`config.mk`:
```
export PLATFORM = sky130hd
export DESIGN_NAME = top_k_extrema_with_position_flat
export DESIGN_NICKNAME = d
export VERILOG_FILES = /design/src/hdl/tkx_pkg.sv /design/src/hdl/tkx_if.sv /design/src/hdl/tkx_ctrl.sv /design/src/hdl/tkx_datapath.sv /design/src/hdl/top_k_extrema_with_position.sv /design/src/flat_wrapper.sv
export SDC_FILE = /design/constraint.sdc
export NUM_CORES = 2
export LEC_CHECK = 0
export ABC_CLOCK_PERIOD_IN_PS = 6950
export BUFFER_PORTS_ARGS = -buffer_cell sky130_fd_sc_hd__buf_2
export CAP_MARGIN = 0
export CORE_MARGIN = 1
export CORE_UTILIZATION = 30
export CTS_CLUSTER_SIZE = 14
export DETAILED_ROUTE_END_ITERATION = 7
export HOLD_SLACK_MARGIN = 0.03
export PLACE_DENSITY = 0.48
export SLEW_MARGIN = 15
export SYNTH_ARGS = -nofsm -noshare
export SYNTH_HDL_FRONTEND = slang
export SYNTH_HIERARCHICAL = 1
export SYNTH_SLANG_ARGS = --single-unit
```
`constraint.sdc`:
```
create_clock -name clk_i -period 6.95 [get_ports clk_i]
set_clock_uncertainty 0.15 [all_clocks]
set_input_delay 1.0425 -clock clk_i [delete_from_list [all_inputs] [get_ports clk_i]]
set_output_delay 1.0425 -clock clk_i [all_outputs]
set_load 0.03 [all_outputs]
```
`src/hdl/tkx_pkg.sv`:
```
// ----------------------------------------------------------------------------
// tkx_pkg
// shared constants, types and helpers of the top-k extrema block
// ----------------------------------------------------------------------------
`default_nettype none

package tkx_pkg;

  // ranked list depth and stored coordinate width
  localparam int unsigned Entries   = 16;
  localparam int unsigned CoordBits = 16;

  // fixed field widths
  localparam int unsigned ValW      = 33;
  localparam int unsigned PortCoordW = 16;
  localparam int unsigned RankW     = 6;
  localparam int unsigned CntW      = 7;
  localparam int unsigned CfgIdxW   = 8;
  localparam int unsigned CfgDataW  = 7;

  // derived widths
  localparam int unsigned IdxW   = (Entries > 1) ? $clog2(Entries) : 1;
  localparam int unsigned CoordW = (CoordBits < PortCoordW) ? CoordBits : PortCoordW;

  // register indexes
  localparam logic [CfgIdxW-1:0] RegModeMin    = CfgIdxW'(0);
  localparam logic [CfgIdxW-1:0] RegCountInUse = CfgIdxW'(1);

  // reset values of the registers
  localparam logic            ModeReset  = 1'b0;
  localparam logic [CntW-1:0] CountReset = CntW'(16);

  // seeds of the list per mode
  localparam logic signed [ValW-1:0] SeedMax = '0;
  localparam logic signed [ValW-1:0] SeedMin = 33'sh0_FFFF_FFFF;

  typedef enum logic [1:0] {
    StIdle = 2'b01,
    StRead = 2'b10
  } tkx_state_e;

  // controller to datapath
  typedef struct packed {
    logic            ins_en;
    logic            load;
    logic            last;
    logic            reseed;
    logic [IdxW-1:0] rd_idx;
  } tkx_cmd_t;

  // datapath to controller
  typedef struct packed {
    logic [IdxW-1:0] last_idx;
  } tkx_status_t;

  // index of the worst entry in use, count clamped to 1..Entries
  function automatic logic [IdxW-1:0] last_index(input logic [CntW-1:0] c);
    logic [IdxW-1:0] r;
    if (c == '0) begin
      r = '0;
    end else if (c > CntW'(Entries)) begin
      r = IdxW'(Entries - 1);
    end else begin
      r = IdxW'(c - CntW'(1));
    end
    return r;
  endfunction

  function automatic logic signed [ValW-1:0] seed_of(input logic mode_min);
    return mode_min ? SeedMin : SeedMax;
  endfunction

endpackage

`default_nettype wire

```
`src/hdl/tkx_if.sv`:
```
// ----------------------------------------------------------------------------
// tkx channel interfaces
// pixel input, ranked result output and register write channels
// ----------------------------------------------------------------------------
`default_nettype none

interface tkx_pixel_if;
  logic                                valid;
  logic                                ready;
  logic signed [tkx_pkg::ValW-1:0]     pixel_value;
  logic [tkx_pkg::PortCoordW-1:0]      pixel_x;
  logic [tkx_pkg::PortCoordW-1:0]      pixel_y;
  logic                                frame_end;

  modport source (output valid, pixel_value, pixel_x, pixel_y, frame_end, input ready);
  modport sink   (input valid, pixel_value, pixel_x, pixel_y, frame_end, output ready);
endinterface

interface tkx_result_if;
  logic                                valid;
  logic                                ready;
  logic [tkx_pkg::RankW-1:0]           rank;
  logic [tkx_pkg::PortCoordW-1:0]      out_x;
  logic [tkx_pkg::PortCoordW-1:0]      out_y;
  logic signed [tkx_pkg::ValW-1:0]     out_value;
  logic                                last;

  modport source (output valid, rank, out_x, out_y, out_value, last, input ready);
  modport sink   (input valid, rank, out_x, out_y, out_value, last, output ready);
endinterface

interface tkx_cfg_if;
  logic                                valid;
  logic                                ready;
  logic [tkx_pkg::CfgIdxW-1:0]         index;
  logic [tkx_pkg::CfgDataW-1:0]        data;

  modport source (output valid, index, data, input ready);
  modport sink   (input valid, index, data, output ready);
endinterface

`default_nettype wire

```
`src/hdl/tkx_ctrl.sv`:
```
// ----------------------------------------------------------------------------
// tkx_ctrl
// sequencer for pixel intake and ranked list readout
// ----------------------------------------------------------------------------
`default_nettype none

module tkx_ctrl (
  input  wire logic                clk_i,
  input  wire logic                rst_ni,
  input  wire logic                in_valid_i,
  input  wire logic                in_frame_end_i,
  output logic                     in_ready_o,
  input  wire logic                out_ready_i,
  output logic                     out_valid_o,
  input  wire tkx_pkg::tkx_status_t status_i,
  output tkx_pkg::tkx_cmd_t        cmd_o
);

  localparam int unsigned IdxW = tkx_pkg::IdxW;

  tkx_pkg::tkx_state_e state_q, state_d;
  logic [IdxW-1:0]     k_q, k_d;
  logic                out_valid_q, out_valid_d;
  logic                in_acc;
  logic                out_free;

  assign in_ready_o = (state_q == tkx_pkg::StIdle);
  assign in_acc     = in_valid_i && in_ready_o;
  assign out_free   = !out_valid_q || out_ready_i;

  always_comb begin
    state_d       = state_q;
    k_d           = k_q;
    cmd_o.ins_en  = in_acc;
    cmd_o.load    = 1'b0;
    cmd_o.last    = 1'b0;
    cmd_o.reseed  = 1'b0;
    cmd_o.rd_idx  = k_q;
    unique case (state_q)
      tkx_pkg::StIdle: begin
        if (in_acc && in_frame_end_i) begin
          state_d = tkx_pkg::StRead;
          k_d     = '0;
        end
      end
      tkx_pkg::StRead: begin
        if (out_free) begin
          cmd_o.load = 1'b1;
          if (k_q == status_i.last_idx) begin
            cmd_o.last   = 1'b1;
            cmd_o.reseed = 1'b1;
            k_d          = '0;
            state_d      = tkx_pkg::StIdle;
          end else begin
            k_d = k_q + IdxW'(1);
          end
        end
      end
      default: begin
        state_d = tkx_pkg::StIdle;
      end
    endcase
  end

  always_comb begin
    out_valid_d = out_valid_q;
    if (cmd_o.load) begin
      out_valid_d = 1'b1;
    end else if (out_ready_i) begin
      out_valid_d = 1'b0;
    end
  end

  assign out_valid_o = out_valid_q;

  always_ff @(posedge clk_i or negedge rst_ni) begin
    if (!rst_ni) begin
      state_q     <= tkx_pkg::StIdle;
      k_q         <= '0;
      out_valid_q <= 1'b0;
    end else begin
      state_q     <= state_d;
      k_q         <= k_d;
      out_valid_q <= out_valid_d;
    end
  end

endmodule

`default_nettype wire

```
`src/hdl/tkx_datapath.sv`:
```
// ----------------------------------------------------------------------------
// tkx_datapath
// ranked entry cells with parallel compare and shift, registers, output stage
// ----------------------------------------------------------------------------
`default_nettype none

module tkx_datapath (
  input  wire logic                                clk_i,
  input  wire logic                                rst_ni,
  input  wire tkx_pkg::tkx_cmd_t                   cmd_i,
  output tkx_pkg::tkx_status_t                     status_o,
  input  wire logic signed [tkx_pkg::ValW-1:0]     pixel_value_i,
  input  wire logic [tkx_pkg::PortCoordW-1:0]      pixel_x_i,
  input  wire logic [tkx_pkg::PortCoordW-1:0]      pixel_y_i,
  input  wire logic                                cfg_we_i,
  input  wire logic [tkx_pkg::CfgIdxW-1:0]         cfg_index_i,
  input  wire logic [tkx_pkg::CfgDataW-1:0]        cfg_data_i,
  output logic [tkx_pkg::RankW-1:0]                rank_o,
  output logic [tkx_pkg::PortCoordW-1:0]           out_x_o,
  output logic [tkx_pkg::PortCoordW-1:0]           out_y_o,
  output logic signed [tkx_pkg::ValW-1:0]          out_value_o,
  output logic                                     last_o
);

  localparam int unsigned Entries = tkx_pkg::Entries;
  localparam int unsigned IdxW    = tkx_pkg::IdxW;
  localparam int unsigned ValW    = tkx_pkg::ValW;
  localparam int unsigned CoordW  = tkx_pkg::CoordW;
  localparam int unsigned PCW     = tkx_pkg::PortCoordW;
  localparam int unsigned CntW    = tkx_pkg::CntW;
  localparam int unsigned RankW   = tkx_pkg::RankW;

  logic                   mode_q, mode_d;
  logic [CntW-1:0]        count_q, count_d;
  logic                   cfg_hit;
  logic                   seed_mode;

  logic signed [ValW-1:0] val_q [Entries];
  logic signed [ValW-1:0] val_d [Entries];
  logic [CoordW-1:0]      x_q   [Entries];
  logic [CoordW-1:0]      x_d   [Entries];
  logic [CoordW-1:0]      y_q   [Entries];
  logic [CoordW-1:0]      y_d   [Entries];

  logic [Entries-1:0]     beat;
  logic [Entries-1:0]     beat_prev;
  logic signed [ValW-1:0] val_prev [Entries];
  logic [CoordW-1:0]      x_prev   [Entries];
  logic [CoordW-1:0]      y_prev   [Entries];
  logic [IdxW-1:0]        last_idx;
  logic                   ins_ok;
  logic [CoordW-1:0]      px, py;

  assign last_idx          = tkx_pkg::last_index(count_q);
  assign status_o.last_idx = last_idx;
  assign px                = CoordW'(pixel_x_i);
  assign py                = CoordW'(pixel_y_i);

  // decoded register writes reseed with the mode in force after them
  always_comb begin
    mode_d  = mode_q;
    count_d = count_q;
    cfg_hit = 1'b0;
    if (cfg_we_i) begin
      unique case (cfg_index_i)
        tkx_pkg::RegModeMin: begin
          mode_d  = cfg_data_i[0];
          cfg_hit = 1'b1;
        end
        tkx_pkg::RegCountInUse: begin
          count_d = CntW'(cfg_data_i);
          cfg_hit = 1'b1;
        end
        default: begin
          cfg_hit = 1'b0;
        end
      endcase
    end
  end

  assign seed_mode = mode_d;

  // per-cell strict compare against the incoming pixel
  always_comb begin
    for (int i = 0; i < Entries; i++) begin
      beat[i] = mode_q ? (pixel_value_i < val_q[i]) : (pixel_value_i > val_q[i]);
    end
  end

  always_comb begin
    beat_prev[0] = 1'b0;
    val_prev[0]  = val_q[0];
    x_prev[0]    = x_q[0];
    y_prev[0]    = y_q[0];
    for (int i = 1; i < Entries; i++) begin
      beat_prev[i] = beat[i-1];
      val_prev[i]  = val_q[i-1];
      x_prev[i]    = x_q[i-1];
      y_prev[i]    = y_q[i-1];
    end
  end

  assign ins_ok = cmd_i.ins_en && beat[last_idx];

  always_comb begin
    for (int i = 0; i < Entries; i++) begin
      val_d[i] = val_q[i];
      x_d[i]   = x_q[i];
      y_d[i]   = y_q[i];
      if (cmd_i.reseed || cfg_hit) begin
        val_d[i] = tkx_pkg::seed_of(seed_mode);
        x_d[i]   = '0;
        y_d[i]   = '0;
      end else if (ins_ok && (IdxW'(i) <= last_idx)) begin
        if (beat[i] && !beat_prev[i]) begin
          // insertion point: first entry the pixel strictly beats
          val_d[i] = pixel_value_i;
          x_d[i]   = px;
          y_d[i]   = py;
        end else if (beat_prev[i]) begin
          val_d[i] = val_prev[i];
          x_d[i]   = x_prev[i];
          y_d[i]   = y_prev[i];
        end
      end
    end
  end

  always_ff @(posedge clk_i or negedge rst_ni) begin
    if (!rst_ni) begin
      mode_q  <= tkx_pkg::ModeReset;
      count_q <= tkx_pkg::CountReset;
      for (int i = 0; i < Entries; i++) begin
        val_q[i] <= tkx_pkg::seed_of(tkx_pkg::ModeReset);
        x_q[i]   <= '0;
        y_q[i]   <= '0;
      end
    end else begin
      mode_q  <= mode_d;
      count_q <= count_d;
      for (int i = 0; i < Entries; i++) begin
        val_q[i] <= val_d[i];
        x_q[i]   <= x_d[i];
        y_q[i]   <= y_d[i];
      end
    end
  end

  // output stage
  always_ff @(posedge clk_i) begin
    if (cmd_i.load) begin
      rank_o      <= RankW'(cmd_i.rd_idx);
      out_x_o     <= PCW'(x_q[cmd_i.rd_idx]);
      out_y_o     <= PCW'(y_q[cmd_i.rd_idx]);
      out_value_o <= val_q[cmd_i.rd_idx];
      last_o      <= cmd_i.last;
    end
  end

endmodule

`default_nettype wire

```
`src/hdl/top_k_extrema_with_position.sv`:
```
// ----------------------------------------------------------------------------
// top_k_extrema_with_position
// ranked list of the best pixels of a frame with their coordinates
// ----------------------------------------------------------------------------
// throughput: one pixel per cycle while idle, set by the compare-and-shift cells
// frame end: merged in its accept cycle; read state loads first result to output reg
// readout: count_in_use results clamped to 1..16, one per cycle while taken;
//   pixel input stalls until the last result is loaded into the output register
// reset: asynchronous, list seeded and registers set at once, no clearing pass
`default_nettype none

module top_k_extrema_with_position (
  input  wire logic    clk_i,
  input  wire logic    rst_ni,
  tkx_pixel_if.sink    pix_i,
  tkx_result_if.source res_o,
  tkx_cfg_if.sink      cfg_i
);

  tkx_pkg::tkx_cmd_t    cmd;
  tkx_pkg::tkx_status_t status;
  logic                 cfg_we;

  // register writes are always taken
  assign cfg_i.ready = 1'b1;
  assign cfg_we      = cfg_i.valid && cfg_i.ready;

  // controller: intake while idle, then steps the readout index
  tkx_ctrl u_ctrl (
    .clk_i          (clk_i),
    .rst_ni         (rst_ni),
    .in_valid_i     (pix_i.valid),
    .in_frame_end_i (pix_i.frame_end),
    .in_ready_o     (pix_i.ready),
    .out_ready_i    (res_o.ready),
    .out_valid_o    (res_o.valid),
    .status_i       (status),
    .cmd_o          (cmd)
  );

  // datapath: ranked cells, registers and the output register
  tkx_datapath u_datapath (
    .clk_i         (clk_i),
    .rst_ni        (rst_ni),
    .cmd_i         (cmd),
    .status_o      (status),
    .pixel_value_i (pix_i.pixel_value),
    .pixel_x_i     (pix_i.pixel_x),
    .pixel_y_i     (pix_i.pixel_y),
    .cfg_we_i      (cfg_we),
    .cfg_index_i   (cfg_i.index),
    .cfg_data_i    (cfg_i.data),
    .rank_o        (res_o.rank),
    .out_x_o       (res_o.out_x),
    .out_y_o       (res_o.out_y),
    .out_value_o   (res_o.out_value),
    .last_o        (res_o.last)
  );

endmodule

`default_nettype wire

```
`src/flat_wrapper.sv`:
```
// flat-port wrapper written by rule: the top's interface ports become plain ports
module top_k_extrema_with_position_flat 
  (clk_i, rst_ni, pix_i_valid, pix_i_pixel_value, pix_i_pixel_x, pix_i_pixel_y, pix_i_frame_end, pix_i_ready, res_o_valid, res_o_rank, res_o_out_x, res_o_out_y, res_o_out_value, res_o_last, res_o_ready, cfg_i_valid, cfg_i_index, cfg_i_data, cfg_i_ready);
  tkx_pixel_if pix_i_i ();
  tkx_result_if res_o_i ();
  tkx_cfg_if cfg_i_i ();
  input  wire logic clk_i;
  input  wire logic rst_ni;
  input wire logic [$bits(pix_i_i.valid)-1:0] pix_i_valid;
  input wire logic [$bits(pix_i_i.pixel_value)-1:0] pix_i_pixel_value;
  input wire logic [$bits(pix_i_i.pixel_x)-1:0] pix_i_pixel_x;
  input wire logic [$bits(pix_i_i.pixel_y)-1:0] pix_i_pixel_y;
  input wire logic [$bits(pix_i_i.frame_end)-1:0] pix_i_frame_end;
  output wire logic [$bits(pix_i_i.ready)-1:0] pix_i_ready;
  output wire logic [$bits(res_o_i.valid)-1:0] res_o_valid;
  output wire logic [$bits(res_o_i.rank)-1:0] res_o_rank;
  output wire logic [$bits(res_o_i.out_x)-1:0] res_o_out_x;
  output wire logic [$bits(res_o_i.out_y)-1:0] res_o_out_y;
  output wire logic [$bits(res_o_i.out_value)-1:0] res_o_out_value;
  output wire logic [$bits(res_o_i.last)-1:0] res_o_last;
  input wire logic [$bits(res_o_i.ready)-1:0] res_o_ready;
  input wire logic [$bits(cfg_i_i.valid)-1:0] cfg_i_valid;
  input wire logic [$bits(cfg_i_i.index)-1:0] cfg_i_index;
  input wire logic [$bits(cfg_i_i.data)-1:0] cfg_i_data;
  output wire logic [$bits(cfg_i_i.ready)-1:0] cfg_i_ready;
  assign pix_i_i.valid = pix_i_valid;
  assign pix_i_i.pixel_value = pix_i_pixel_value;
  assign pix_i_i.pixel_x = pix_i_pixel_x;
  assign pix_i_i.pixel_y = pix_i_pixel_y;
  assign pix_i_i.frame_end = pix_i_frame_end;
  assign pix_i_ready = pix_i_i.ready;
  assign res_o_valid = res_o_i.valid;
  assign res_o_rank = res_o_i.rank;
  assign res_o_out_x = res_o_i.out_x;
  assign res_o_out_y = res_o_i.out_y;
  assign res_o_out_value = res_o_i.out_value;
  assign res_o_last = res_o_i.last;
  assign res_o_i.ready = res_o_ready;
  assign cfg_i_i.valid = cfg_i_valid;
  assign cfg_i_i.index = cfg_i_index;
  assign cfg_i_i.data = cfg_i_data;
  assign cfg_i_ready = cfg_i_i.ready;
  top_k_extrema_with_position u_core (.clk_i(clk_i), .rst_ni(rst_ni), .pix_i(pix_i_i), .res_o(res_o_i), .cfg_i(cfg_i_i));
endmodule
```
==> results.md <==
* Ratio of final minimum period to clock period at 88.2%
* Hold-fix buffer count after cts at 0
* Combinational family with the most area after synthesis: multiplexers
* DRT iter0 DRCs at ~7300
* Seq/Total Area, Yosys at 36.7%
* CP bufs+invs at 6
* Final WL at approximately 330000 µm
* CTS tree: done
* P&R area growth vs syn at 15.5%
* Compound-Gate Fraction of Synth Area at between 15 and 20%
* Fmax at between 0.15 and 0.2 GHz
* Multi-input gate area at 0.0444 mm²
* Vias at around 66000
* First-pass GRT wire length at 477000 µm
* CP Depth at 17
* Max-slew violation count at 0
* Worst IR Drop VDD at 0.000418 V
* Ranking of synthesized cells by area: dfrtp_1 34%, mux2i_1 9.7%, mux4_2 9.4%, ha_1 8.5%, a21oi_1 3.5%
* WP data required at 7.39 ns
* DIE WIDTH at a little over 500 µm
* Reg area at 0.0285 mm²
* Worst setup path startpoint: u_core/u_datapath/count_q[0]
* Residual DRC at 0
* CP max-delay cell: buf_12
* Cell count after synthesis at 7532
* Top FF cell, synth: dfrtp_1
* GRT overflow at 0
* Post CTS Setup Buffer Count at 0
* Setup TNS at 0 ns
* TritonRoute pass-1 iters at 6
* Ys async rst share at 93.8%
* Post-Syn Area at slightly below 0.08 mm²
* Power, Total at 43200 µW
* Status: finished, final reports clean
* Total core area at 0.257 mm²
* CP max FO at about 200
* Worst r2r path cells at 17
* Synth unique cells at 95
* Critical Path Sink Type: flop
* RSZ-0062 raised after global routing: false
* Filler cells at 25600
* Skew-Pair Late Insertion Delay at 0.83 ns
* Share of the synthesized area in the top cell type at 33.9%
* Hold Path Class: input port to asynchronous set/reset pin
* Total CTS buffers at 151
* Worst Tran Pin Value at about 1.4 ns
* Die Y at 511 µm
* WS Path Type: flop to flop
* Setup crit end: u_core/u_datapath/val_prev[444]
* Gpl congestion at 0.946
* FF+latch count, synth at 1125
* IO Count at 161
* P_leak at 0.0375 µW
* Final hold violation count at 0
* Kind of cell adding the most delay to the critical path: buffers and inverters
* Yosys warns at 6
* Hold Slack at 0.134 ns
* CTS HTree Levels at 4
* CP cell instances: inv_1 > ha_1 > or3b_4 > a211oi_4 > nand2_1 > o21ai_0 > clkinv_1 > xnor2_1 > nand4_2 > nor3_1 > buf_4 > nand2b_4 > buf_4 > nand2_4 > buf_12 > buf_12 > o311ai_0
* Rows at 186
* Share of cells above drive strength 1 at between 10% and 20%
* Reg clk slew, reported paths at 0.06 ns
* Slowest stage delay, CP at 0.51 ns
* Port Buffers at about 160
* FF-to-FF setup slack at just over 0.8 ns
* Layout net count at 8084
* Critical Path Source Type: flop
* Worst rel slew slack at under 10%
* WP data arrival at between 6 and 7 ns
* Synth Area in XOR/XNOR at 0.169%
* Number of clock sinks at 1125
* Simple logic cell fraction of the synthesized area at 7.95%
* Root Buffer: clkbuf_16
* Crit path time final at 6.13 ns
* Most frequent cell after synthesis: dfrtp_1
* GRT Total Usage at 24.5%
* Maxcap violations at 0
* Post-CTS Resized at 0
* Initial Util at 30.2%
* Post-synth top cells: 1053 x dfrtp_1, 754 x mux2i_1, 554 x inv_1
* Post-synth EDFFs at 70
* Largest net degree at the start of global routing at 205
* Vias in the first global route at 64700
* Antenna-violating nets left at 0
* Via-to-Cell Ratio at 6.01
* Reg-to-Reg End: u_core/u_datapath/val_prev[444]
* Final setup fails at 0
* Start of the worst register-to-register path: u_core/u_datapath/count_q[0]
* Die Area at 0.261 mm²
* Area leader, netlist: dfrtp_1
* Synth Area in Adders at 8.53%
* Power Dens Cells at 481 mW/mm²
* DR WL/cell at 29.8 µm
* Syn_area_per_cell at a little over 10 µm²
* DP HPWL at between 200000 and 250000 µm
* Antenna violations before repair at 22
* Util after Layout at roughly a third
* Mux cell area share after synthesis at between 20 and 25%
* Bufs on Longest Clock Path at 3
==> state kept, by name (all words and copies together) (netlist names) <==
signal,count
u_core/u_datapath/y_prev,240
u_core/u_datapath/val_prev,495
u_core/u_datapath/out_y_o,16
u_core/u_datapath/out_x_o,16
u_core/u_datapath/out_value_o,33
u_core/u_datapath/y_q,16
u_core/u_datapath/rank_o,4
u_core/u_datapath/count_q,7
u_core/u_datapath/last_o,1
u_core/u_datapath/x_q,16
u_core/u_ctrl/k_q,4
u_core/u_datapath/val_q,33
u_core/u_ctrl/out_valid_o,1
u_core/u_ctrl/state_q,2
u_core/u_datapath/x_prev,240
u_core/u_datapath/mode_q,1
==> placed cells by master (no fill, tap or decap), types with 40 or more instances in the layout <==
cell,n
clkbuf_16,160
nand2_1,142
a22o_1,63
o311ai_0,159
o21ai_0,185
inv_1,554
mux2_2,232
nor3_1,72
buf_12,143
mux2i_1,754
o2bb2ai_1,100
a221o_1,40
dfrtp_1,1048
nand4_1,236
a211oi_1,362
o21ai_1,68
buf_4,224
nor2_1,526
nand3_1,156
o31ai_1,70
buf_2,156
o221ai_1,70
mux4_2,325
a21oi_1,547
ha_1,530
edfxtp_1,70
==> cell families after synthesis <==
logic type,count (synthesis)
DFF,1125
AOI/OAI and AO/OA,1963
other,2
adders and majority gates,530
buffers and inverters,1299
muxes,1311
xor gates and xnor gates,15
and+or+nand+nor,1287
==> worst min-delay path by stage <==
stage,to,from,slack [ns]
finish,u_core/u_datapath/val_prev[81],rst_ni,0.13
global placement,u_core/u_datapath/y_prev[94],u_core/u_datapath/y_prev[94],0.34
global route,u_core/u_datapath/val_prev[81],rst_ni,0.15
detailed placement,u_core/u_datapath/y_prev[79],u_core/u_datapath/y_prev[79],0.34
CTS,u_core/u_datapath/val_prev[379],rst_ni,0.11
floorplan,u_core/u_datapath/x_prev[64],u_core/u_datapath/x_prev[64],0.32
==> layout make-up <==
class                      instances  area share (%)
clock buffer                     229            5.17
timing repair buffer             524            5.95
multi-input combinational       5109            49.5
clock inverter                    47           0.598
sequential                      1125            31.8
tap                             3384            4.71
antenna                            8          0.0223
inverter                         557            2.33
==> report_power, final <==
group	switching [µW]	internal (µW)	leakage (µW)	total, µW
sequential	2640	9290	0.0141	11900
combinational	13200	9850	0.0209	23100
clock	3380	4850	0.00255	8230
==> worst register-to-register path, cell delays in order (launching register included) <==
cell	delay (ns)
dfrtp_1	0.46
inv_1	0.12
ha_1	0.18
or3b_4	0.43
a211oi_4	0.40
nand2_1	0.14
o21ai_0	0.37
clkinv_1	0.26
xnor2_1	0.20
nand4_2	0.26
nor3_1	0.10
buf_4	0.22
nand2b_4	0.31
buf_4	0.28
nand2_4	0.09
buf_12	0.51
buf_12	0.48
o311ai_0	0.95
==> stage by stage <==
stage               setup WS, ns  instances  area [µm²]
floorplan                   1.99       7533       77800
global placement           0.335      10700       84600
detailed placement         0.465      10700       84600
CTS                        0.972      11000       89800
global route               0.616      11000       89800
finish                     0.823      11000       89800
==> layer usage <==
| layer | part of all wire [%] | global-route usage (%) | up-vias | routed length [µm] |
|---|---|---|---|---|
| met1 | 43 | 33.8 | 34000 | 142000 |
| met2 | 44 | 36.7 | 2815 | 144000 |
| li1 | - | - | 28600 | - |
| met3 | 8.3 | 5.59 | 584 | 27100 |
| met4 | 4.4 | 10.1 | 12 | 14400 |
| met5 | 0.028 | 0 | - | 93 |
Power figures use the tool's default switching activity.
